`src/sv/hc_pkg.sv`:
```
`timescale 1ns / 1ps
// Shared types, constants and helper functions for the Hill cipher block.
package hc_pkg;

   localparam int DEF_MAX_BLOCK = 4;
   localparam int KEY_DIM       = 4;
   localparam int KEY_W         = 20;
   localparam int LETTER_W      = 5;
   localparam int BLK_SIZE_W    = 3;
   localparam int CSR_IDX_W     = 3;
   localparam int MOD_W         = 13;
   localparam int RECIP_SHIFT   = 20;

   localparam logic [15:0]         RECIP        = 16'd40330;
   localparam logic [4:0]          MODULUS      = 5'd26;
   localparam logic [LETTER_W-1:0] PAD_VALUE    = 5'd23;
   localparam logic [6:0]          LETTER_A     = 7'd65;
   localparam logic [7:0]          SPACE_CHAR   = 8'd32;
   localparam logic [7:0]          LOWER_A      = 8'd97;
   localparam logic [7:0]          LOWER_Z      = 8'd122;
   localparam logic [7:0]          CASE_OFFSET  = 8'd32;
   localparam logic [7:0]          LETTER_BIAS  = 8'd13;
   localparam logic [BLK_SIZE_W-1:0] BLK_SIZE_RESET = 3'd2;

   localparam logic [CSR_IDX_W-1:0] CSR_BLOCK_SIZE = 3'd0;
   localparam logic [CSR_IDX_W-1:0] CSR_KEY_ROW0   = 3'd1;
   localparam logic [CSR_IDX_W-1:0] CSR_KEY_ROW1   = 3'd2;
   localparam logic [CSR_IDX_W-1:0] CSR_KEY_ROW2   = 3'd3;
   localparam logic [CSR_IDX_W-1:0] CSR_KEY_ROW3   = 3'd4;

   typedef struct packed {
      logic [7:0] char_in;
      logic       message_end;
   } hc_req_type;

   typedef struct packed {
      logic [6:0] cipher_char;
      logic       block_last;
      logic       message_last;
   } hc_rsp_type;

   // One output chain slot.
   typedef struct packed {
      logic                valid;
      logic [LETTER_W-1:0] letter;
      logic                block_last;
      logic                message_last;
   } hc_slot_type;

   typedef struct packed {
      logic load_sum;
      logic load_out;
      logic shift;
   } hc_ctrl_type;

   // x mod 26 by reciprocal multiply; exact for x below 2**MOD_W.
   function automatic logic [LETTER_W-1:0] mod26(input logic [MOD_W-1:0] x);
      logic [28:0]      prod;
      logic [MOD_W-1:0] q;
      logic [MOD_W-1:0] r;
      prod = 29'(x) * 29'(RECIP);
      q    = MOD_W'(prod >> RECIP_SHIFT);
      r    = x - MOD_W'(q * MOD_W'(MODULUS));
      return r[LETTER_W-1:0];
   endfunction

   // Key entries 26..31 fold back into 0..5.
   function automatic logic [LETTER_W-1:0] key_fold(input logic [LETTER_W-1:0] e);
      return (e >= MODULUS) ? e - MODULUS : e;
   endfunction

endpackage

```
`src/sv/hc_front.sv`:
```
`timescale 1ns / 1ps
// Character intake: letter mapping, block buffer and padded block register.
module hc_front import hc_pkg::*; #(
   parameter int MAX_BLOCK = DEF_MAX_BLOCK,
   localparam int CNT_W = $clog2(MAX_BLOCK + 1)
) (
   input  logic                  clock,
   input  logic                  reset,
   input  logic                  req_valid,
   input  hc_req_type            req_data,
   output logic                  req_stall,
   input  logic [BLK_SIZE_W-1:0] block_size,
   input  logic                  blk_take,
   output logic                  blk_valid,
   output logic [LETTER_W-1:0]   blk_vec [MAX_BLOCK],
   output logic [CNT_W-1:0]      blk_size,
   output logic                  blk_msg
);

   logic [CNT_W-1:0]    fill_ff, fill_in;
   logic [LETTER_W-1:0] letters_ff [MAX_BLOCK];
   logic [LETTER_W-1:0] letters_in [MAX_BLOCK];
   logic                p_valid_ff, p_valid_in;
   logic [LETTER_W-1:0] p_vec_ff [MAX_BLOCK];
   logic [LETTER_W-1:0] p_vec_in [MAX_BLOCK];
   logic [CNT_W-1:0]    p_size_ff;
   logic                p_msg_ff;

   logic [7:0]          ch_up;
   logic [LETTER_W-1:0] letter;
   logic                keep, store, emit, beat;
   logic [CNT_W-1:0]    eff_size, fill_new;

   assign req_stall = p_valid_ff && !blk_take;
   assign beat      = req_valid && !req_stall;

   always_comb begin
      keep  = req_data.char_in != SPACE_CHAR;
      ch_up = (req_data.char_in >= LOWER_A && req_data.char_in <= LOWER_Z) ?
              req_data.char_in - CASE_OFFSET : req_data.char_in;
      letter = mod26(MOD_W'(ch_up) + MOD_W'(LETTER_BIAS));

      if (block_size == '0) begin
         eff_size = CNT_W'(1);
      end else if (int'(block_size) > MAX_BLOCK) begin
         eff_size = CNT_W'(MAX_BLOCK);
      end else begin
         eff_size = CNT_W'(block_size);
      end

      store    = keep && (int'(fill_ff) < MAX_BLOCK);
      fill_new = store ? fill_ff + CNT_W'(1) : fill_ff;
      emit     = (fill_new >= eff_size) || (req_data.message_end && fill_new != '0);

      for (int i = 0; i < MAX_BLOCK; i++) begin
         letters_in[i] = (store && fill_ff == CNT_W'(i)) ? letter : letters_ff[i];
         if (CNT_W'(i) >= eff_size) begin
            p_vec_in[i] = '0;
         end else if (CNT_W'(i) < fill_new) begin
            p_vec_in[i] = letters_in[i];
         end else begin
            p_vec_in[i] = PAD_VALUE;
         end
      end

      fill_in = fill_ff;
      if (beat) begin
         fill_in = emit ? '0 : fill_new;
      end

      p_valid_in = p_valid_ff && !blk_take;
      if (beat && emit) begin
         p_valid_in = 1'b1;
      end
   end

   always_ff @(posedge clock) begin
      if (reset) begin
         fill_ff    <= '0;
         p_valid_ff <= 1'b0;
      end else begin
         fill_ff    <= fill_in;
         p_valid_ff <= p_valid_in;
      end
   end

   always_ff @(posedge clock) begin
      if (beat) begin
         letters_ff <= letters_in;
      end
      if (beat && emit) begin
         p_vec_ff  <= p_vec_in;
         p_size_ff <= eff_size;
         p_msg_ff  <= req_data.message_end;
      end
   end

   assign blk_valid = p_valid_ff;
   assign blk_vec   = p_vec_ff;
   assign blk_size  = p_size_ff;
   assign blk_msg   = p_msg_ff;

endmodule

```
`src/sv/hc_cell.sv`:
```
`timescale 1ns / 1ps
// One key column: registered dot product, mod 26 reduction and output chain slot.
module hc_cell import hc_pkg::*; #(
   parameter int MAX_BLOCK  = DEF_MAX_BLOCK,
   parameter int CELL_INDEX = 0,
   localparam int CNT_W = $clog2(MAX_BLOCK + 1)
) (
   input  logic                clock,
   input  logic                reset,
   input  hc_ctrl_type         ctrl,
   input  logic [LETTER_W-1:0] vec_in [MAX_BLOCK],
   input  logic [KEY_W-1:0]    key_in [KEY_DIM],
   input  logic [CNT_W-1:0]    blk_size,
   input  logic                blk_msg,
   input  hc_slot_type         next_slot,
   output hc_slot_type         slot
);

   logic [LETTER_W-1:0] kcol [MAX_BLOCK];
   logic [MOD_W-1:0]    sum_ff, sum_in;
   hc_slot_type         slot_ff, slot_in;
   logic                is_last;

   for (genvar i = 0; i < MAX_BLOCK; i++) begin : g_kcol
      if (i < KEY_DIM && CELL_INDEX < KEY_DIM) begin : g_key
         assign kcol[i] = key_fold(key_in[i][LETTER_W*CELL_INDEX +: LETTER_W]);
      end else begin : g_zero
         assign kcol[i] = '0;
      end
   end

   always_comb begin
      sum_in = '0;
      for (int i = 0; i < MAX_BLOCK; i++) begin
         sum_in = sum_in + MOD_W'(vec_in[i]) * MOD_W'(kcol[i]);
      end

      is_last = blk_size == CNT_W'(CELL_INDEX + 1);
      slot_in = slot_ff;
      if (ctrl.load_out) begin
         slot_in.valid        = CNT_W'(CELL_INDEX) < blk_size;
         slot_in.letter       = mod26(sum_ff);
         slot_in.block_last   = is_last;
         slot_in.message_last = is_last && blk_msg;
      end else if (ctrl.shift) begin
         slot_in = next_slot;
      end
   end

   always_ff @(posedge clock) begin
      if (ctrl.load_sum) begin
         sum_ff <= sum_in;
      end
   end

   always_ff @(posedge clock) begin
      if (reset) begin
         slot_ff.valid <= 1'b0;
      end else begin
         slot_ff.valid <= slot_in.valid;
      end
      slot_ff.letter       <= slot_in.letter;
      slot_ff.block_last   <= slot_in.block_last;
      slot_ff.message_last <= slot_in.message_last;
   end

   assign slot = slot_ff;

endmodule

```
`src/sv/hill_cipher_block.sv`:
```
`timescale 1ns / 1ps
// Hill cipher block, mod 26: top level with register file, control and cell row.
//
// Takes one text byte per cycle. Spaces are dropped, lower case is raised,
// every other byte becomes a letter value and is buffered until block_size
// letters are held (a message end pads a partial block with X). The block
// is multiplied by the key matrix in a row of column cells and leaves as
// block_size capital letters, shifted out of the cell row one per cycle while
// rsp_stall is low. With the row idle, the first letter of a block passes the
// block register, the sum stage and the head cell slot before rsp_valid shows it.
// Sustained rate is one character per cycle; a message end that flushes a
// short block yields block_size letters from one beat. The block register and
// the sum stage each hold one further block behind the cell row; once both
// are full the input stalls until the row empties. The input also stalls
// while rsp_stall holds the row. Configuration must be written only while the
// block is idle; the block does not enforce this, and csr_ready is always high.
module hill_cipher_block import hc_pkg::*; #(
   parameter int MAX_BLOCK = DEF_MAX_BLOCK
) (
   input  logic                 clock,
   input  logic                 reset,
   input  logic                 req_valid,
   input  hc_req_type           req_data,
   output logic                 req_stall,
   output logic                 rsp_valid,
   output hc_rsp_type           rsp_data,
   input  logic                 rsp_stall,
   input  logic                 csr_valid,
   output logic                 csr_ready,
   input  logic [CSR_IDX_W-1:0] csr_index,
   input  logic [KEY_W-1:0]     csr_data
);

   localparam int CNT_W = $clog2(MAX_BLOCK + 1);

   logic [BLK_SIZE_W-1:0] block_size_ff;
   logic [KEY_W-1:0]      key_ff [KEY_DIM];

   logic                  blk_valid, blk_msg, blk_take;
   logic [LETTER_W-1:0]   blk_vec [MAX_BLOCK];
   logic [CNT_W-1:0]      blk_size;

   logic                  s_valid_ff, s_valid_in;
   logic [CNT_W-1:0]      s_size_ff;
   logic                  s_msg_ff;

   hc_slot_type           slot [MAX_BLOCK+1];
   hc_ctrl_type           ctrl;
   logic                  rsp_beat, chain_load;

   assign csr_ready = 1'b1;

   always_ff @(posedge clock) begin
      if (reset) begin
         block_size_ff <= BLK_SIZE_RESET;
         for (int r = 0; r < KEY_DIM; r++) begin
            key_ff[r] <= '0;
         end
      end else if (csr_valid && csr_ready) begin
         unique case (csr_index)
            CSR_BLOCK_SIZE: block_size_ff <= csr_data[BLK_SIZE_W-1:0];
            CSR_KEY_ROW0:   key_ff[0] <= csr_data;
            CSR_KEY_ROW1:   key_ff[1] <= csr_data;
            CSR_KEY_ROW2:   key_ff[2] <= csr_data;
            CSR_KEY_ROW3:   key_ff[3] <= csr_data;
            default: ;
         endcase
      end
   end

   hc_front #(
      .MAX_BLOCK (MAX_BLOCK)
   ) u_front (
      .clock      (clock),
      .reset      (reset),
      .req_valid  (req_valid),
      .req_data   (req_data),
      .req_stall  (req_stall),
      .block_size (block_size_ff),
      .blk_take   (blk_take),
      .blk_valid  (blk_valid),
      .blk_vec    (blk_vec),
      .blk_size   (blk_size),
      .blk_msg    (blk_msg)
   );

   // Row reloads when empty or when its last letter leaves this cycle.
   assign rsp_beat   = slot[0].valid && !rsp_stall;
   assign chain_load = s_valid_ff && (!slot[0].valid || (!slot[1].valid && rsp_beat));
   assign blk_take   = blk_valid && (!s_valid_ff || chain_load);

   always_comb begin
      ctrl.load_sum = blk_take;
      ctrl.load_out = chain_load;
      ctrl.shift    = rsp_beat;
      s_valid_in    = blk_take || (s_valid_ff && !chain_load);
   end

   always_ff @(posedge clock) begin
      if (reset) begin
         s_valid_ff <= 1'b0;
      end else begin
         s_valid_ff <= s_valid_in;
      end
   end

   always_ff @(posedge clock) begin
      if (blk_take) begin
         s_size_ff <= blk_size;
         s_msg_ff  <= blk_msg;
      end
   end

   assign slot[MAX_BLOCK] = '0;

   for (genvar j = 0; j < MAX_BLOCK; j++) begin : g_cell
      hc_cell #(
         .MAX_BLOCK  (MAX_BLOCK),
         .CELL_INDEX (j)
      ) u_cell (
         .clock     (clock),
         .reset     (reset),
         .ctrl      (ctrl),
         .vec_in    (blk_vec),
         .key_in    (key_ff),
         .blk_size  (s_size_ff),
         .blk_msg   (s_msg_ff),
         .next_slot (slot[j+1]),
         .slot      (slot[j])
      );
   end

   assign rsp_valid             = slot[0].valid;
   assign rsp_data.cipher_char  = LETTER_A + 7'(slot[0].letter);
   assign rsp_data.block_last   = slot[0].block_last;
   assign rsp_data.message_last = slot[0].message_last;

`ifndef SYNTHESIS
   a_chain_packed: assert property (@(posedge clock) disable iff (reset)
      !slot[0].valid |-> !slot[1].valid)
      else $error("cell row has a gap at its head");

   a_load_shows: assert property (@(posedge clock) disable iff (reset)
      chain_load |=> rsp_valid)
      else $error("row load produced no letter");

   a_msg_on_block_end: assert property (@(posedge clock) disable iff (reset)
      rsp_valid && rsp_data.message_last |-> rsp_data.block_last)
      else $error("message end not on a block end");

   a_stall_only_full: assert property (@(posedge clock) disable iff (reset)
      !blk_valid |-> !req_stall)
      else $error("input stalled with empty block register");
`endif

endmodule

```
`config.mk`:
```
export PLATFORM = sky130hd
export DESIGN_NAME = hill_cipher_block
export DESIGN_NICKNAME = d
export VERILOG_FILES = /design/src/sv/hc_pkg.sv /design/src/sv/hc_front.sv /design/src/sv/hc_cell.sv /design/src/sv/hill_cipher_block.sv
export SDC_FILE = /design/constraint.sdc
export NUM_CORES = 2
export LEC_CHECK = 0
export BUFFER_PORTS_ARGS = -buffer_cell sky130_fd_sc_hd__buf_2
export CAP_MARGIN = 20
export CORE_MARGIN = 3
export CORE_UTILIZATION = 47
export DETAILED_ROUTE_END_ITERATION = 8
export SLEW_MARGIN = 20
export SYNTH_ARGS = -nofsm -noshare
export SYNTH_HDL_FRONTEND = slang
export SYNTH_SLANG_ARGS = --single-unit
export TNS_END_PERCENT = 10
```
`constraint.sdc`:
```
create_clock -name clock -period 9.5 [get_ports clock]
set_clock_uncertainty 0.2 [all_clocks]
set_input_delay 0.475 -clock clock [delete_from_list [all_inputs] [get_ports clock]]
set_output_delay 0.475 -clock clock [all_outputs]
set_load 0.02 [all_outputs]
```
==> impl_metrics.py <==
metrics = {
    "setup_path": {
        "slowest_delay_ns": 0.55,
        "cp_common_cell": "fa_1",
        "crit_required_ns": 9.62,
        "cp_max_fo": 5,
        "crit_arrival_ns": 8.71,
        "endpoint_kind": "flip-flop",
        "start_kind": "flip-flop",
        "r2r-start": "key_ff[46]",
        "cpMaxStageDelayCell": "fa_1",
        "crit_type": "reg -> reg",
        "crit_start": "key_ff[46]",
    },
    "finish": {
        "drive_gt1_share_pct": 3.84,
        "regArea_um2": 5690,
        "fin_util_pct": 50.9,
        "final_area_um2": 39700,
        "area_growth_pct": 6.99,
        "antennaDiodeCount": 0,
        "final_cells": 5054,
        "final_common_cell": "inv_1",
        "nets": 5217,
        "multi_input_area_um2": 27700,
        "layout_common_cells": "inv_1 (899), ha_1 (654), fa_1 (533), nand2_1 (404), and2_1 (206)",
        "fill_cells": 7398,
    },
    "timing": {
        "fin_crit_sh_pct": 90.5,
        "fin_ws_ns": 0.905,
        "fin_setup_tns_ns": 0,
        "hold_violations": 0,
        "final-max-slew-violation-count": 0,
        "fmax_mhz": 116,
        "finalCriticalPeriod_ns": 8.59,
        "max_slew_margin_pct": 28.6,
        "fin_hold_ws_ns": 0.0344,
        "setup_viol": 0,
        "rsz0062_at_grt": "no",
        "worstMarginPinSlew_ns": 1.07,
    },
    "routing": {
        "vias_per_cell": 4.96,
        "drt_iter0_drc": 1277,
        "firstDrtPassIters": 6,
        "drc": 0,
        "wl_per_cell_um": 15.7,
        "wirelength_um": 79400,
        "via_count": 25100,
        "ant_nets": 0,
    },
    "floorplanning": {
        "initial_core_util_pct": 47.6,
        "design.die.area_um2": 82300,
        "core-area_um2": 77800,
        "num_io_pins": 49,
        "die_h_um": 287,
        "num_rows": 102,
        "die_x_um": 287,
    },
    "worst_hold_path": {
        "hold_path.class": "in -> reg",
        "min-delay-start": "csr_data[17]",
    },
    "place": {
        "placement.io_buffers": 46,
        "pre_cts_ws_ns": 0.963,
        "gp_congestion": 0.852,
        "place_area_um2": 38600,
        "dp.cells": 4986,
        "hpwl_um": 67000,
    },
    "clock_network": {
        "post_cts_buffers": 0,
        "htree_levels": 1,
        "clock-sinks": 220,
        "clk_latency_ns": 0.57,
        "cts_buffers": 28,
        "clock_path_buffers": 3,
        "clk_pin_slew_worst_paths_ns": 0.06,
        "tritoncts": "yes",
        "clockRootBuffer": "clkbuf_16",
    },
    "logic_synthesis": {
        "synth_area_um2": 37100,
        "ys_types": 81,
        "ys_async_sr_fraction_pct": 0,
        "ys_warn_count": 0,
        "syn-instance-count": 3947,
        "yosys.area.top_type": "fa_1",
        "synth_edf_count": 128,
        "synthFlopType": "edfxtp_1",
        "synth.top_cell.area_share_pct": 28.8,
        "synth_seq_cells": 220,
        "synth.area.top_cells": "fa_1 (29%), ha_1 (22%), edfxtp_1 (10%)",
        "seq_area_frac_synth_pct": 15.3,
        "syn_avg_cell_area_um2": 9.39,
    },
    "global_route": {
        "grt_max_degree": 83,
        "grt.total_usage_pct": 20.0,
        "grt_pass1_vias": 25700,
        "overflow": 0,
        "grt_pass1_wl_um": 134000,
        "antenna_found_initial": 0,
    },
    "pwr": {
        "ir_worst_vdd_mv": 0.482,
        "leakage_nw": 20.1,
        "powerDensity_nw_per_um2": 236,
        "finalPower_mw": 9.35,
    },
    "status": {
        "status": "completed",
    },
    "flow_run": {
        "cap_violations": 0,
    },
}
==> power by group <==
part	switching, mW	internal, mW
clock network	0.427	0.635
logic	3.73	3.22
registers	0.181	1.16
==> state kept, by name, indices dropped and copies added, names as in the netlist, 3 cells and up <==
signal	count
g_cell.u_cell.slot	32
u_front.letters_ff	20
u_front.fill_ff	3
u_front.blk_size	3
u_front.blk_vec	20
key_ff	80
g_cell.u_cell.sum_ff	52
s_size_ff	3
block_size_ff	3
==> layer usage <==
layer  vias up  wire, µm  GRT usage, %
met2       271     36800          33.5
li1      12600         -             -
met3        61      2100          1.50
met1     12100     39600          29.2
met5         -         0             0
met4         0       901          2.72
==> critical path: cells and delay by family (launching register included) <==
family                   cells  cell delay [ns]
flip-flops                   1             0.38
adder cells (fa/ha/maj)     11             4.92
AO/OA/AOI/OAI                9             1.88
AND/OR/NAND/NOR              2             0.29
buffers and inverters        6             0.36
XOR/XNOR                     1             0.31
==> cell usage after synthesis (all sizes together) (71+ instances only) <==
library cell / number
and2: 207
edfxtp: 128
clkbuf: 71
a21oi: 167
nor2: 131
dfxtp: 92
nand2: 405
fa: 533
o21ai: 129
inv: 899
ha: 654
xnor2: 94
==> path summary, 6_finish.rpt <==
check,depth (start not counted),slack (ns),to
max reg2reg,29,0.91,g_cell[1].u_cell.sum_ff[12]
min,3,0.03,key_ff[57]
max,29,0.91,g_cell[1].u_cell.sum_ff[12]
min reg2reg,0,0.22,s_size_ff[0]
==> what timing repair did <==
| item | in CTS | in global routing |
|---|---|---|
| hold endpoints to repair | 45 | 0 |
| hold buffers | 17 | 0 |
| gates resized for setup | 0 | 0 |
==> cells by family after synthesis <==
family	share of synthesized area [%]
fa+ha+maj	50.9
buf+inv	9.92
simple gates	12.1
compound gates	8.56
flops	15.3
xor+xnor	2.89
mux	0.287
other cells	0.0101
==> cell type report <==
class,instances,area share [%]
clock inverters,11,0.240
multi-input cells,2752,69.9
inverters,900,8.52
clock buffers,40,2.10
repair buffers,91,1.60
well taps,1040,3.28
flip-flops and latches,220,14.3
Note: power is estimated with default switching activity, not from simulation.
